--- config.mk ---
export PLATFORM = sky130hd
export DESIGN_NAME = signed_int_to_decimal_ascii_unit
export DESIGN_NICKNAME = d
export VERILOG_FILES = /design/src/sv/sidau_pkg.sv /design/src/sv/sidau_bcd_adjust.sv /design/src/sv/signed_int_to_decimal_ascii_unit.sv
export SDC_FILE = /design/constraint.sdc
export NUM_CORES = 1
export LEC_CHECK = 0
export ABC_AREA = 1
export BUFFER_PORTS_ARGS = -buffer_cell sky130_fd_sc_hd__clkbuf_2
export CORE_AREA = 2 2 146 148
export CTS_CLUSTER_SIZE = 10
export DETAILED_ROUTE_END_ITERATION = 8
export DIE_AREA = 0 0 148 150
export PLACE_DENSITY = 0.53
export SKIP_CTS_REPAIR_TIMING = 1
export SYNTH_ARGS = -nofsm -noshare
export SYNTH_HDL_FRONTEND = slang
export SYNTH_HIERARCHICAL = 1
export SYNTH_SLANG_ARGS = --single-unit
export TNS_END_PERCENT = 10
--- constraint.sdc ---
create_clock -name clk -period 5.19 [get_ports clk]
set_input_delay 0.2595 -clock clk [delete_from_list [all_inputs] [get_ports clk]]
set_output_delay 0.2595 -clock clk [all_outputs]
set_load 0.02 [all_outputs]
--- src/sv/sidau_pkg.sv ---
// ----------------------------------------------------------------------------
// sidau_pkg: shared types and constants for the decimal ascii converter
// Character codes, bcd digit constants and the digit count helper.
// ----------------------------------------------------------------------------
package sidau_pkg;

  typedef logic [6:0] char_t;
  typedef logic [3:0] digit_t;

  localparam int DIGIT_W    = 4;
  localparam int VALUE_IN_W = 32;

  localparam char_t  CHR_MINUS  = 7'd45;
  localparam char_t  CHR_ZERO   = 7'd48;
  localparam digit_t ADJ_THRESH = 4'd5;
  localparam digit_t ADJ_ADD    = 4'd3;

  // number of decimal digits of the largest magnitude, 2^(w-1)
  function automatic int dec_digits(input int w);
    logic [67:0] lim;
    logic [67:0] p;
    int          n;
    lim = 68'd1 << (w - 1);
    p   = 68'd10;
    n   = 1;
    for (int i = 0; i < 20; i++) begin
      if (p <= lim) begin
        p = p * 68'd10;
        n = n + 1;
      end
    end
    return n;
  endfunction

endpackage

--- src/sv/sidau_bcd_adjust.sv ---
// ----------------------------------------------------------------------------
// sidau_bcd_adjust: add-three correction for one shift-add step
// Every bcd digit of five or more gets three added before the next shift.
// ----------------------------------------------------------------------------
module sidau_bcd_adjust
  import sidau_pkg::*;
#(
  parameter int NUM_DIGITS = 10
) (
  input  logic [NUM_DIGITS*DIGIT_W-1:0] bcd_i,
  output logic [NUM_DIGITS*DIGIT_W-1:0] bcd_o
);

  always_comb begin
    for (int i = 0; i < NUM_DIGITS; i++) begin
      if (bcd_i[i*DIGIT_W +: DIGIT_W] >= ADJ_THRESH) begin
        bcd_o[i*DIGIT_W +: DIGIT_W] = bcd_i[i*DIGIT_W +: DIGIT_W] + ADJ_ADD;
      end else begin
        bcd_o[i*DIGIT_W +: DIGIT_W] = bcd_i[i*DIGIT_W +: DIGIT_W];
      end
    end
  end

endmodule

--- src/sv/signed_int_to_decimal_ascii_unit.sv ---
// ----------------------------------------------------------------------------
// signed_int_to_decimal_ascii_unit: signed integer to decimal ascii text
// Sequence: serial bcd shift-add over all magnitude bits, an alignment step,
// then one character per cycle while out_stall is low ('-' first when
// negative), most significant first. A new value is accepted only in idle;
// in_stall stays high until the last character has been issued.
// Reset: synchronous active-low rst_n clears the sequencer and output valid.
// ----------------------------------------------------------------------------
module signed_int_to_decimal_ascii_unit
  import sidau_pkg::*;
#(
  parameter int VALUE_WIDTH = 32
) (
  input  logic                  clk,
  input  logic                  rst_n,
  input  logic                  in_valid,
  output logic                  in_stall,
  input  logic [VALUE_IN_W-1:0] in_value,
  output logic                  out_valid,
  input  logic                  out_stall,
  output logic [6:0]            out_ascii_char,
  output logic                  out_last_char
);

  localparam int ND     = dec_digits(VALUE_WIDTH);
  localparam int BCD_W  = ND * DIGIT_W;
  localparam int CNT_W  = $clog2(VALUE_WIDTH + 1);
  localparam int NDIG_W = $clog2(ND + 1);

  localparam logic [2:0] S_IDLE  = 3'd0;
  localparam logic [2:0] S_CONV  = 3'd1;
  localparam logic [2:0] S_ALIGN = 3'd2;
  localparam logic [2:0] S_SIGN  = 3'd3;
  localparam logic [2:0] S_EMIT  = 3'd4;

  logic [2:0]             state_r, state_nxt;
  logic [VALUE_WIDTH-1:0] mag_r, mag_nxt;
  logic                   neg_r, neg_nxt;
  logic [BCD_W-1:0]       bcd_r, bcd_nxt;
  logic [CNT_W-1:0]       cnt_r, cnt_nxt;
  logic [NDIG_W-1:0]      ndig_r, ndig_nxt;
  logic                   out_valid_r, out_valid_nxt;
  char_t                  out_char_r, out_char_nxt;
  logic                   out_last_r, out_last_nxt;

  logic [VALUE_WIDTH-1:0] val;
  logic                   val_neg;
  logic [VALUE_WIDTH-1:0] val_mag;
  logic [BCD_W-1:0]       bcd_adj;
  logic [NDIG_W-1:0]      lz;
  logic                   lz_found;
  logic                   slot_free;
  digit_t                 top_digit;

  generate
    if (VALUE_WIDTH <= VALUE_IN_W) begin : g_trunc
      assign val = in_value[VALUE_WIDTH-1:0];
    end else begin : g_sext
      assign val = {{(VALUE_WIDTH-VALUE_IN_W){in_value[VALUE_IN_W-1]}}, in_value};
    end
  endgenerate

  assign val_neg = val[VALUE_WIDTH-1];
  assign val_mag = val_neg ? (~val + {{(VALUE_WIDTH-1){1'b0}}, 1'b1}) : val;

  sidau_bcd_adjust #(
    .NUM_DIGITS (ND)
  ) u_adjust (
    .bcd_i (bcd_r),
    .bcd_o (bcd_adj)
  );

  // leading zero digits, keeping at least one digit
  always_comb begin
    lz       = '0;
    lz_found = 1'b0;
    for (int i = ND - 1; i >= 1; i--) begin
      if (!lz_found) begin
        if (bcd_r[i*DIGIT_W +: DIGIT_W] != '0) begin
          lz_found = 1'b1;
        end else begin
          lz = lz + NDIG_W'(1);
        end
      end
    end
  end

  assign slot_free = !out_valid_r || !out_stall;
  assign top_digit = bcd_r[BCD_W-1 -: DIGIT_W];

  always_comb begin
    state_nxt     = state_r;
    mag_nxt       = mag_r;
    neg_nxt       = neg_r;
    bcd_nxt       = bcd_r;
    cnt_nxt       = cnt_r;
    ndig_nxt      = ndig_r;
    out_valid_nxt = out_valid_r && out_stall;
    out_char_nxt  = out_char_r;
    out_last_nxt  = out_last_r;
    unique case (state_r)
      S_IDLE: begin
        if (in_valid) begin
          mag_nxt   = val_mag;
          neg_nxt   = val_neg;
          bcd_nxt   = '0;
          cnt_nxt   = CNT_W'(VALUE_WIDTH);
          state_nxt = S_CONV;
        end
      end
      S_CONV: begin
        bcd_nxt = {bcd_adj[BCD_W-2:0], mag_r[VALUE_WIDTH-1]};
        mag_nxt = {mag_r[VALUE_WIDTH-2:0], 1'b0};
        cnt_nxt = cnt_r - CNT_W'(1);
        if (cnt_r == CNT_W'(1)) begin
          state_nxt = S_ALIGN;
        end
      end
      S_ALIGN: begin
        bcd_nxt   = bcd_r << {lz, 2'b00};
        ndig_nxt  = NDIG_W'(ND) - lz;
        state_nxt = neg_r ? S_SIGN : S_EMIT;
      end
      S_SIGN: begin
        if (slot_free) begin
          out_valid_nxt = 1'b1;
          out_char_nxt  = CHR_MINUS;
          out_last_nxt  = 1'b0;
          state_nxt     = S_EMIT;
        end
      end
      S_EMIT: begin
        if (slot_free) begin
          out_valid_nxt = 1'b1;
          out_char_nxt  = CHR_ZERO + {3'b000, top_digit};
          out_last_nxt  = (ndig_r == NDIG_W'(1));
          bcd_nxt       = {bcd_r[BCD_W-DIGIT_W-1:0], {DIGIT_W{1'b0}}};
          ndig_nxt      = ndig_r - NDIG_W'(1);
          if (ndig_r == NDIG_W'(1)) begin
            state_nxt = S_IDLE;
          end
        end
      end
      default: begin
        state_nxt = S_IDLE;
      end
    endcase
  end

  always_ff @(posedge clk) begin
    if (!rst_n) begin
      state_r     <= S_IDLE;
      out_valid_r <= 1'b0;
    end else begin
      state_r     <= state_nxt;
      out_valid_r <= out_valid_nxt;
    end
  end

  always_ff @(posedge clk) begin
    mag_r      <= mag_nxt;
    neg_r      <= neg_nxt;
    bcd_r      <= bcd_nxt;
    cnt_r      <= cnt_nxt;
    ndig_r     <= ndig_nxt;
    out_char_r <= out_char_nxt;
    out_last_r <= out_last_nxt;
  end

  assign in_stall       = (state_r != S_IDLE);
  assign out_valid      = out_valid_r;
  assign out_ascii_char = out_char_r;
  assign out_last_char  = out_last_r;

  a_accept_starts: assert property (@(posedge clk) disable iff (!rst_n)
    (in_valid && !in_stall) |=> (state_r == S_CONV))
    else $error("accepted request did not start conversion");

  a_minus_not_last: assert property (@(posedge clk) disable iff (!rst_n)
    (out_valid && out_ascii_char == CHR_MINUS) |-> !out_last_char)
    else $error("minus sign marked as last character");

  a_digit_range: assert property (@(posedge clk) disable iff (!rst_n)
    (out_valid && out_ascii_char != CHR_MINUS) |->
      (out_ascii_char >= CHR_ZERO && out_ascii_char <= CHR_ZERO + 7'd9))
    else $error("emitted character is not a digit");

  a_emit_has_digits: assert property (@(posedge clk) disable iff (!rst_n)
    (state_r == S_EMIT) |-> (ndig_r != '0))
    else $error("emit state with no digits left");

endmodule
* After elaboration in Yosys (flattened, before gate mapping)
Index checks and enable logic that the tools add are counted. W data, S select, Z words.
Cells by class: multipliers 0, bitwise logic cells 1, order comparisons 10, eq/ne operators 11, add/subtract/negate cells 23, reductions and logical operators 26, multiplexer cells 67, shift-type cells 1, divide/modulo/power cells 0
Operators by type and width (count):
- $pmux W40 S4 | 1
- $mux W4 | 26
- $mux W40 | 2
- $mux W32 | 2
- $pmux W32 S2 | 1
- $ge A4 B3 Y1 const B | 10
- $reduce_bool A4 Y1 | 10
- $shl A40 B6 Y40 | 1
- $add A4 B2 Y4 const B | 9
- $add A32 B1 Y32 const B | 1
- $add A4 B1 Y4 const B | 8
- $not A32 Y32 | 1
- $mux W3 | 7
- $mux W1 | 20
- $pmux W3 S5 | 1
- $mux W7 | 2
- $pmux W7 S2 | 1
- $pmux W6 S2 | 1
- $ne A2 B2 Y1 const B | 5
- $pmux W4 S2 | 1
- $add A6 B4 Y7 const A | 1
- $eq A3 B2 Y1 const B | 2
- $eq A6 B1 Y1 const B | 1
- $mux W6 | 1
- 18 further kinds | 24
Storage, ports and cells: bits in read-only memories 0, output and inout port bits 10, latch bits 0, register bits 95, input port bits 36, bits in writable memories 0, word-level logic and storage cells 148, memories 0

* Logic depth before layout (Yosys ltp)
word-level depth 28, gate-level depth with buffers 36, mapped depth without buffers 35

* By module
The synthesis kept the hierarchy.
By module, submodules not included:
- signed_int_to_decimal_ascii_unit | times used 1, sequential area each 2752.6 um^2, cells an instance 975, area each 6861.6 um^2
- sidau_bcd_adjust | times used 1, sequential area each 0.0 um^2, cells an instance 218, area each 1211.2 um^2

* Worst setup path after synthesis
OpenSTA, ideal clock, no wires.
path kind reg2reg, start point register bcd_r[34], end point register ndig_r[2] (data pin), slack 0.397 ns, setup time 0.269 ns, data arrival time 4.523 ns, clock period less this slack 4.793 ns, cell stages (with the launch flop) 33, required time 4.921 ns, path buffers 1, cell sequence edfxtp_1 nor2_1 nand2_1 nor2_4 nand2_1 nand2_1 ha_1 inv_1 nand4_1 nand2_1 inv_1 ha_1 nand3_1 nand2_1 ha_1 o21ai_0 inv_1 ha_1 inv_1 nand3_1 nand3_1 inv_1 ha_1 nand2_1 nand2_1 ha_1 or2_4 nand2_4 inv_2 buf_2 ha_1 xnor2_1 o21ai_0
Between the ends: word-level cells in the longest chain between the ends 26, elaborated cells on any way between the ends 34, classes of those cells add/sub: 8; mux: 25; reduce/logical: 1
RTL lines:
- start: declaration | line signed_int_to_decimal_ascii_unit.sv:39 | logic [BCD_W-1:0] bcd_r, bcd_nxt;
- start signal: assignment | line signed_int_to_decimal_ascii_unit.sv:163 | bcd_r <= bcd_nxt;
- $reduce_bool A4 Y1 (*) | line signed_int_to_decimal_ascii_unit.sv:79 | if (bcd_r[i*DIGIT_W +: DIGIT_W] != '0) begin
- $mux W4 | line signed_int_to_decimal_ascii_unit.sv:79
- $mux W4 | line signed_int_to_decimal_ascii_unit.sv:78 | if (!lz_found) begin
- $add A4 B1 Y4 | line signed_int_to_decimal_ascii_unit.sv:82 | lz = lz + NDIG_W'(1);
- $mux W4 | line signed_int_to_decimal_ascii_unit.sv:79
- $mux W4 | line signed_int_to_decimal_ascii_unit.sv:78
- $add A4 B1 Y4 | line signed_int_to_decimal_ascii_unit.sv:82
- $mux W4 | line signed_int_to_decimal_ascii_unit.sv:79
- [... 11 more ...]
- $mux W4 | line signed_int_to_decimal_ascii_unit.sv:79
- $mux W4 | line signed_int_to_decimal_ascii_unit.sv:78
- $add A4 B1 Y4 | line signed_int_to_decimal_ascii_unit.sv:82
- $mux W4 | line signed_int_to_decimal_ascii_unit.sv:79
- $mux W4 (*) | line signed_int_to_decimal_ascii_unit.sv:78
- $sub A4 B4 Y4 (*) | line signed_int_to_decimal_ascii_unit.sv:121 | ndig_nxt = NDIG_W'(ND) - lz;
- $pmux W4 S2 (*) | line signed_int_to_decimal_ascii_unit.sv:101 | unique case (state_r)
- net ndig_nxt[2] | line signed_int_to_decimal_ascii_unit.sv:41 | logic [NDIG_W-1:0] ndig_r, ndig_nxt;
- end signal: assignment | line signed_int_to_decimal_ascii_unit.sv:165 | ndig_r <= ndig_nxt;
- end: declaration | line signed_int_to_decimal_ascii_unit.sv:41
Mark *: on every way through the listed nets, which the timed path passes. The rest lies on a longest branch. A chain may end at the register's enable or synchronous reset.

* Worst setup path after layout
start point register bcd_r[39], end point register bcd_r[28] (data pin)
Between the ends: word-level cells in the longest chain between the ends 28, elaborated cells on any way between the ends 36, classes of those cells add/sub: 8; shift: 1; mux: 26; reduce/logical: 1
RTL lines:
- $reduce_bool A4 Y1 (*) | line signed_int_to_decimal_ascii_unit.sv:79
- $mux W1 | line signed_int_to_decimal_ascii_unit.sv:79
- $add A4 B1 Y4 | line signed_int_to_decimal_ascii_unit.sv:82
- $mux W4 | line signed_int_to_decimal_ascii_unit.sv:79
- $mux W4 | line signed_int_to_decimal_ascii_unit.sv:78
- $add A4 B1 Y4 | line signed_int_to_decimal_ascii_unit.sv:82
- $mux W4 | line signed_int_to_decimal_ascii_unit.sv:79
- $mux W4 | line signed_int_to_decimal_ascii_unit.sv:78
- [... 13 more ...]
- $mux W4 | line signed_int_to_decimal_ascii_unit.sv:79
- $mux W4 | line signed_int_to_decimal_ascii_unit.sv:78
- $add A4 B1 Y4 | line signed_int_to_decimal_ascii_unit.sv:82
- $mux W4 | line signed_int_to_decimal_ascii_unit.sv:79
- $mux W4 (*) | line signed_int_to_decimal_ascii_unit.sv:78
- $shl A40 B6 Y40 (*) | line signed_int_to_decimal_ascii_unit.sv:120 | bcd_nxt = bcd_r << {lz, 2'b00};
- $pmux W40 S4 (*) | line signed_int_to_decimal_ascii_unit.sv:101
- net bcd_nxt[28] | line signed_int_to_decimal_ascii_unit.sv:39
Marks and branches as above.

==> results.toml <==
[sta]
fin_ws_ns = 0.337
finalClockSkew_ns = 0.00999
rsz0062_at_grt = "no"
finalHoldViolations = 0
setup_viol = 0
post-route-period-util = 0.935
period_minus_slack_ns = 4.85
tns_ns = 0
clock.fmax_mhz = 206
worst_pin_slew_ns = 0.936
drv_slew = 0
maxSlewHeadroom = 0.374

[floorplanning]
core_area_mm2 = 0.0207
num_rows = 53
start_util = 0.389
die_w_um = 148
pin_count = 46
dieArea_mm2 = 0.0222
die_y_um = 150

[critical_path]
ff2ff_path_depth = 33
critPathMaxFanout = 6
crit_arrival_ns = 4.96
r2r-start = "bcd_r[39]"
crit_type = "flop to flop"
critPathMaxStageDelay_ns = 0.46
cp_data_required_time_ns = 5.30
rr_endpoint = "bcd_r[28]"
critical-path-slowest-cell = "edfxtp_1"
rrSetupSlack_ns = 0.34
end_kind = "flop"
start_kind = "flop"
crit_top_cell = "nand2_1"

[detailed_routing]
avgViaCountPerCell = 5.05
ant_nets = 0
initialDrtViolationCount = 469
wirelength_mm = 21.8
post-route-drc-count = 0
dr.pass1.iters = 5
dr_total_vias = 7693
wl_per_cell_um = 14.3

[grt]
grt.total_usage = 0.202
top_usage_layer = "met2"
use_met2 = 0.333
grt_pass1_wl_mm = 36.1
antenna_found_initial = 0
met1_usage = 0.278
gr-usage-met3 = 0.0256
grt_max_degree = 94
grt_pass1_vias = 7083
grt_overflow = 0

[worst_hold_path]
min_path_type = "primary input to flop"
min_to = "out_valid"
hold_depth = 3
hp-start = "rst_n"

[final_layout]
diodes = 0
fin_area_mm2 = 0.00918
nets = 1310
final_cells = 1522
areaGrowthSynthToFinish_pct = 14.0
final_common_cell = "nand2_1"
drive_gt1_frac = 0.142
layout_common_cells = "428 x nand2_1, 137 x inv_1, 107 x o21ai_0, 92 x nand3_1, 89 x edfxtp_1"

[cts]
tritoncts = "built"
cts.htree.levels = 3
cts_buffers = 9
cts.path.max_buffers = 2
clkTransAtPathRegs_ns = 0.07
cts_sinks = 93
clock_latency_ns = 0.36
cts-root-buf = "clkbuf_16"

[place]
dpl-instance-area_mm2 = 0.00870
place_congestion = 0.907
place_inst = 1497
dp_slack_ns = 0.0630
post-dp-hpwl_mm = 16.4
io_buffers = 43

[synth]
synth_area_per_cell_um2 = 6.77
synthesis.area_mm2 = 0.00805
synth_fp_nets = 1257
yosysWarnings = 6
syn_inst = 1189

[flow_run]
maxCapViolations = 0

[power]
power.density_mw_per_mm2 = 651
p_leak_nw = 4.26
ir_worst_vdd_mv = 0.265

[outcome]
outcome = "complete, no violations"
[sequential cells by signal (all words and copies together) (netlist names)]
name            cells
out_last_char       1
bcd_r              40
ndig_r              4
cnt_r               6
out_ascii_char      5
mag_r              32
state_r             3
out_valid           1
neg_r               1
[through the flow]
stage / power [mW] / utilization / hold WS, ns
global route: 6.58 / 0.444 / 0.129
detailed placement: 5.16 / 0.420 / 0.493
CTS: 5.94 / 0.436 / 0.120
floorplan: 4.18 / - / 0.357
global placement: 5.16 / 0.420 / 0.489
finish: 5.98 / 0.444 / 0.130
[routing by layer]
layer,vias to the layer above,wire length (um)
li1,3967,-
met1,3473,9950
met2,216,10300
met3,37,1100
met4,0,486
met5,-,0
[area by class of cell]
| cell class | instances | area [um2] |
|---|---|---|
| Clock inverter | 5 | 83.8 |
| Tap cell | 275 | 344 |
| Sequential cell | 93 | 2750 |
| Timing Repair Buffer | 84 | 569 |
| Fill cell | 2190 | 11500 |
| Inverter | 148 | 558 |
| Clock buffer | 11 | 243 |
| Multi-Input combinational cell | 906 | 4630 |
[worst max path at each step]
stage | startpoint | to | slack (ns) | cells after the start
global placement | bcd_r[39] | bcd_r[31] | 0.06 | 33
detailed placement | bcd_r[39] | bcd_r[31] | 0.06 | 33
CTS | bcd_r[39] | bcd_r[31] | 0.03 | 33
finish | bcd_r[39] | bcd_r[28] | 0.34 | 33
global route | bcd_r[30] | bcd_r[33] | 0.004 | 36
floorplan | bcd_r[34] | ndig_r[2] | 0.40 | 32
[worst max-delay path: cells and delay by family, from the launching register on]
family / cells / cell delay, ns
AND/OR/NAND/NOR: 19 / 1.99
adder cells (fa/ha/maj): 6 / 1.47
flip-flops: 1 / 0.46
buffers and inverters: 6 / 0.39
AO/OA/AOI/OAI: 2 / 0.30
[power by group]
group	total, mW	switching (mW)	internal (mW)
logic	3.50	2.37	1.13
registers	1.72	0.286	1.44
clock network	0.748	0.309	0.439
total	5.98	2.97	3.01
Note: power is estimated with default switching activity, not from simulation.
